## config.mk

```make
export PLATFORM = sky130hd
export DESIGN_NAME = lipd_ctrl
export DESIGN_NICKNAME = d
export VERILOG_FILES = /design/src/hdl/lipd_pkg.sv /design/src/hdl/lipd_ctrl.sv
export SDC_FILE = /design/constraint.sdc
export NUM_CORES = 1
export LEC_CHECK = 0
export BUFFER_PORTS_ARGS = -buffer_cell sky130_fd_sc_hd__buf_2
export CAP_MARGIN = 30
export CORE_MARGIN = 5
export CORE_UTILIZATION = 55
export CTS_CLUSTER_DIAMETER = 200
export DETAILED_ROUTE_END_ITERATION = 12
export GPL_TIMING_DRIVEN = 0
export PLACE_DENSITY = 0.92
export RECOVER_POWER = 50
export SLEW_MARGIN = 5
export SYNTH_ARGS = -nofsm -noshare
export SYNTH_HDL_FRONTEND = slang
export SYNTH_SLANG_ARGS = --single-unit
```

## constraint.sdc

```tcl
create_clock -name clk_i -period 3.8 [get_ports clk_i]
set_input_delay 0.57 -clock clk_i [delete_from_list [all_inputs] [get_ports clk_i]]
set_output_delay 0.57 -clock clk_i [all_outputs]
set_load 0.02 [all_outputs]
```

## src/hdl/lipd_pkg.sv

```systemverilog
// Package for the lock-in pixel demodulator: command codes, controller and
// datapath handshake structs, and the constant functions that build the tables.
// Depends on nothing.
`default_nettype none

package lipd_pkg;

  typedef enum logic [1:0] {
    CMD_ACC     = 2'd0,
    CMD_READ    = 2'd1,
    CMD_RESTART = 2'd2,
    CMD_UNUSED  = 2'd3
  } cmd_e;

  typedef enum logic [0:0] {
    REG_START_TIME = 1'b0,
    REG_PHASE_RATE = 1'b1
  } cfg_reg_e;

  localparam int unsigned SUM_W        = 48;
  localparam int unsigned MEAN_W       = 26;
  localparam int unsigned ANGLE_W      = 16;
  localparam int unsigned FRAME_W      = 16;
  localparam int unsigned SAMPLE_W     = 16;
  localparam int unsigned PIX_W        = 16;
  localparam int unsigned TIME_W       = 32;
  localparam int unsigned CFG_W        = 32;
  localparam int unsigned IN_DATA_W    = 64;
  localparam int unsigned OUT_DATA_W   = 96;
  localparam int unsigned DIV_STEPS    = 49;
  localparam int unsigned CORDIC_STEPS = 31;
  localparam int unsigned SQRT_STEPS   = 26;
  localparam int unsigned CNT_W        = 6;

  localparam longint unsigned HALF_PI_Q30       = 64'd1686629713;
  localparam longint unsigned TURNS_PER_RAD_Q32 = 64'd683565276;

  typedef struct packed {
    logic             mem_rd;
    logic             phase;
    logic             look;
    logic             mul;
    logic             wr;
    logic             restart;
    logic             div_ld;
    logic             div_sel_q;
    logic             div_step;
    logic             mean_st;
    logic             mean_sel_q;
    logic             sq;
    logic             sumsq;
    logic             iter;
    logic             fin;
    logic [CNT_W-1:0] step;
  } lipd_ctl_t;

  typedef struct packed {
    cmd_e cmd;
    logic in_range;
    logic frames_zero;
    logic frames_sat;
    logic out_busy;
  } lipd_sts_t;

  // Quarter-wave sine entry in Q1.15 from a truncated Q30 Taylor series.
  function automatic logic [15:0] sine_entry(input int unsigned k, input int unsigned tb);
    longint unsigned x;
    longint unsigned x2;
    longint unsigned term;
    longint          s;
    longint          r;
    x = (64'(k) * HALF_PI_Q30) >> tb;
    x2 = (x * x) >> 30;
    term = x;
    s = longint'(x);
    for (int n = 1; n <= 8; n++) begin
      term = ((term * x2) >> 30) / 64'((2 * n) * (2 * n + 1));
      if ((n & 1) == 1) s = s - longint'(term);
      else s = s + longint'(term);
    end
    if (s < 0) s = 0;
    r = (s + 16384) >>> 15;
    if (r > 32767) r = 32767;
    return r[15:0];
  endfunction

  // CORDIC arctangent step in 2^-32 turns.
  function automatic logic [31:0] arc_entry(input int unsigned i);
    longint          rad;
    longint unsigned t;
    longint unsigned p;
    rad = 0;
    if (i == 0) return 32'h2000_0000;
    for (int unsigned j = 0; j < 17; j++) begin
      if (i * (2 * j + 1) <= 32) begin
        t = (64'd1 << (32 - i * (2 * j + 1))) / 64'(2 * j + 1);
        if ((j & 1) == 1) rad = rad - longint'(t);
        else rad = rad + longint'(t);
      end
    end
    p = (64'(rad) * TURNS_PER_RAD_Q32 + 64'h8000_0000) >> 32;
    return p[31:0];
  endfunction

endpackage

`default_nettype wire

```

## src/hdl/lipd_ctrl.sv

```systemverilog
// Controller state machine of the lock-in pixel demodulator.
// Sequences the datapath through lipd_ctl_t commands; uses lipd_pkg.
`default_nettype none

module lipd_ctrl (
  input  wire                  clk_i,
  input  wire                  rst_ni,
  input  wire                  accept_i,
  input  lipd_pkg::lipd_sts_t  sts_i,
  output logic                 ready_o,
  output lipd_pkg::lipd_ctl_t  ctl_o
);
  import lipd_pkg::*;

  typedef enum logic [3:0] {
    ST_IDLE, ST_DECODE, ST_PHASE, ST_LOOK, ST_MUL, ST_WRITE,
    ST_DIVI_LD, ST_DIVI, ST_DIVQ_LD, ST_DIVQ, ST_MEANQ,
    ST_SQ, ST_SUMSQ, ST_ITER, ST_DONE
  } state_e;

  state_e    state_q;
  logic      ready_q;
  lipd_ctl_t ctl_q;

  // The command register holds the action the datapath performs at the end
  // of the current state.
  always_ff @(posedge clk_i or negedge rst_ni) begin
    if (!rst_ni) begin
      state_q <= ST_IDLE;
      ready_q <= 1'b1;
      ctl_q   <= '0;
    end else begin
      ctl_q <= '0;
      unique case (state_q)
        ST_IDLE: begin
          if (accept_i) begin
            state_q      <= ST_DECODE;
            ready_q      <= 1'b0;
            ctl_q.mem_rd <= 1'b1;
          end
        end
        ST_DECODE: begin
          unique case (sts_i.cmd)
            CMD_ACC: begin
              if (sts_i.frames_sat) begin
                state_q <= ST_IDLE;
                ready_q <= 1'b1;
              end else begin
                state_q     <= ST_PHASE;
                ctl_q.phase <= 1'b1;
              end
            end
            CMD_READ: begin
              if (!sts_i.frames_zero && sts_i.in_range) begin
                state_q      <= ST_DIVI_LD;
                ctl_q.div_ld <= 1'b1;
              end else begin
                state_q   <= ST_DONE;
                ctl_q.fin <= 1'b1;
              end
            end
            CMD_RESTART: begin
              state_q       <= ST_IDLE;
              ready_q       <= 1'b1;
              ctl_q.restart <= 1'b1;
            end
            default: begin
              state_q <= ST_IDLE;
              ready_q <= 1'b1;
            end
          endcase
        end
        ST_PHASE: begin
          state_q    <= ST_LOOK;
          ctl_q.look <= 1'b1;
        end
        ST_LOOK: begin
          state_q   <= ST_MUL;
          ctl_q.mul <= 1'b1;
        end
        ST_MUL: begin
          state_q  <= ST_WRITE;
          ctl_q.wr <= 1'b1;
        end
        ST_WRITE: begin
          state_q <= ST_IDLE;
          ready_q <= 1'b1;
        end
        ST_DIVI_LD: begin
          state_q        <= ST_DIVI;
          ctl_q.div_step <= 1'b1;
        end
        ST_DIVI: begin
          if (ctl_q.step == CNT_W'(DIV_STEPS - 1)) begin
            state_q         <= ST_DIVQ_LD;
            ctl_q.mean_st   <= 1'b1;
            ctl_q.div_ld    <= 1'b1;
            ctl_q.div_sel_q <= 1'b1;
          end else begin
            ctl_q.div_step <= 1'b1;
            ctl_q.step     <= ctl_q.step + 1'b1;
          end
        end
        ST_DIVQ_LD: begin
          state_q        <= ST_DIVQ;
          ctl_q.div_step <= 1'b1;
        end
        ST_DIVQ: begin
          if (ctl_q.step == CNT_W'(DIV_STEPS - 1)) begin
            state_q          <= ST_MEANQ;
            ctl_q.mean_st    <= 1'b1;
            ctl_q.mean_sel_q <= 1'b1;
          end else begin
            ctl_q.div_step <= 1'b1;
            ctl_q.step     <= ctl_q.step + 1'b1;
          end
        end
        ST_MEANQ: begin
          state_q  <= ST_SQ;
          ctl_q.sq <= 1'b1;
        end
        ST_SQ: begin
          state_q     <= ST_SUMSQ;
          ctl_q.sumsq <= 1'b1;
        end
        ST_SUMSQ: begin
          state_q    <= ST_ITER;
          ctl_q.iter <= 1'b1;
        end
        ST_ITER: begin
          if (ctl_q.step == CNT_W'(CORDIC_STEPS - 1)) begin
            state_q   <= ST_DONE;
            ctl_q.fin <= 1'b1;
          end else begin
            ctl_q.iter <= 1'b1;
            ctl_q.step <= ctl_q.step + 1'b1;
          end
        end
        ST_DONE: begin
          // The result register loads only once the previous beat is gone.
          if (!sts_i.out_busy) begin
            state_q <= ST_IDLE;
            ready_q <= 1'b1;
          end else begin
            ctl_q.fin <= 1'b1;
          end
        end
        default: begin
          state_q <= ST_IDLE;
          ready_q <= 1'b1;
        end
      endcase
    end
  end

  assign ready_o = ready_q;
  assign ctl_o   = ctl_q;

endmodule

`default_nettype wire

```

==> metrics <==
Worst Path Max Fanout 9; synth unique cells 44; Die W 57.75 um; Async SR Flop Fraction 100.0%; Synth top area share 49.90%; commonest non-fill, non-tap cell in the layout buf_2; HPWL Detailed 1995 um; Hold Buf Count CTS 0; FF/Latch Area 651.9 um^2; gpl congestion 0.9189; period utilisation layout 57.18%; die height 57.75 um; status completed; CTS tree built; largest net degree at the start of global routing 27; worst reg-to-reg path cell count 6; most frequent cells in the layout 26 x buf_2, 25 x dfrtp_1, 13 x nor2_1, 11 x clkbuf_1, 7 x nand2_1; Syn Area/Cell 10.28 um^2; Worst Hold Class in -> reg; multi-input gate area in the final layout 551.8 um^2; Mapped Area 1254 um^2; CP required 4.06 ns; clock skew 0.006320 ns; worst skew pair latency 0.32 ns; sequential share of the synthesized area 52.00%; setup TNS 0 ns; count of input and output buffers 30; Fillers 184; clock buffer depth 2; antenna violations before repair 0; synthesized instance count 122; actual slew at the worst max-slew pin 1.322 ns; crit end category register; Setup-failing EPs final 0; synth top area cells dfrtp_1 50%, nor2_1 3.9%, ha_1 3.0%, nor2b_1 2.5%, dfstp_2 2.1%; first-pass GRT wire length 4816 um; DRC errors left 0; die area 3334 um^2; RSZ-0062 raised after global routing no; vias per cell 6.087; peak supply drop 0.3675 mV; First-pass DRT Iterations 4; normalized max-slew margin 11.86%; dpl cells 180; syn nets 134; DRT iter0 DRCs 49; clock-pin slew on the worst setup and hold paths 0.14 ns; post-CTS sizing 0; I/O pins 31; CTS Root Cell clkbuf_4; fin nets 169; post-layout min period 2.173 ns; area share of xor/xnor cells in the synthesized design 2.794%; CTS Buf Count 3; dominant synthesized flop cell dfrtp_1; synth-to-layout area growth 16.87%; Max Cap Viol 0; # diodes 0; compound-cell area share of the yosys netlist 14.37%; post-synth top area cell dfrtp_1; crit path DAT 2.43 ns; main combinational cell family by area after synthesis simple AND/OR/NAND/NOR gates; Startpoint Class register; post-synthesis simple-gate area fraction 23.05%; FF+latch count, synth 26; Final Max Tran Viols 0; # H-tree levels 1; synth warn 0; fmax 0.4602 GHz; final hold violations 0; share of cells above drive strength 1 21.15%; routed wire length 2876 um; vias after detailed routing 1120; post-synthesis mux area share 0.7984%; row cnt 17; GRT Overall Usage 18.42%; Post-CTS Setup Inserts 0; core box area 2191 um^2; ANT nets after route 0; number of synthesized flops with an enable pin 0; # clock sinks 26; worst setup path class reg -> reg; Power Density 657.1 nW/um^2; vias in the first global route 1052; WL/cell 15.63 um; hold path depth 2; Post-Synth Adder-Cell Area 2.994%; starting density of the core 57.22%; Leak 0.7035 nW; grt ovf 0; Post-Layout Cell Count 184
final cells by class:
type	instances	share of cell area, %
clock buffer	4	2.477
sequential	26	44.49
buffer	7	1.879
tap	28	2.391
inverter	5	1.281
multi-input combinational	84	37.66
timing repair buffer	30	9.821
final timing paths:
| path | start | end | slack, ns |
|---|---|---|---|
| max | state_q[0] | state_q[1] | 1.63 |
| min | sts_i[1] | ctl_o[19] | 0.39 |
| max reg2reg | state_q[0] | state_q[1] | 1.63 |
| min reg2reg | ctl_o[0] | ctl_o[0] | 0.57 |
| max in group asynchronous | rst_ni | state_q[3] | 2.52 |
| min in group asynchronous | rst_ni | ctl_o[18] | 0.51 |
synthesized netlist by cell type, types with 2 or more instances:
library cell  number
xor2_1             3
dfrtp_1           25
inv_1              5
nand4_1            2
nor3_1             5
nand2b_1           3
o31ai_1            3
ha_1               3
nor2b_1            5
a41oi_1            2
nor2_1            13
nand2_1            7
o41ai_1            2
nor4_1             4
nand3_1            5
nor3b_1            3
clkbuf_1           5
logic make-up after synthesis:
kind of cell	count (synthesis)
buffers and inverters	12
XOR/XNOR	4
flip-flops	26
adder cells (fa/ha/maj)	3
AO/OA/AOI/OAI	22
multiplexers	1
AND/OR/NAND/NOR	54
per-stage QoR:
stage | utilization (%) | area (um^2) | worst slack (ns) | power (mW) | hold slack, ns
5_1_grt | 66.88 | 1465 | 1.510 | 1.029 | 0.3760
6_report | 66.88 | 1465 | 1.627 | 0.9628 | 0.3918
4_1_cts | 67.33 | 1475 | 1.748 | 0.9632 | 0.2267
3_3_place_gp | 65.68 | 1439 | 1.818 | 0.8093 | 0.5124
3_5_place_dp | 65.68 | 1439 | 1.766 | 0.8227 | 0.5456
2_1_floorplan | - | 1254 | 1.938 | 0.7012 | 0.2744
power breakdown:
group	internal, mW	switching, mW
Combinational	0.152	0.288
Sequential	0.335	0.0493
Clock	0.0587	0.0802
sequential cells by signal, summed over array words and instances (netlist names):
name / count
ctl_o: 21
ready_o: 1
state_q: 4
metal layers:
layer	GRT usage (%)	vias up	wire [um]
met2	30.00	73	1471
li1	-	511	-
met4	8.940	0	50
met3	3.563	9	288
met1	23.43	527	1065
met5	0	-	0
critical path, stage by stage (launching register included):
cell      delay (ns)
dfrtp_1         0.36
clkbuf_1        0.32
or4b_1          0.48
buf_2           0.18
or3_1           0.38
a22o_1          0.20
a41oi_2         0.19
Power figures use the tool's default switching activity.
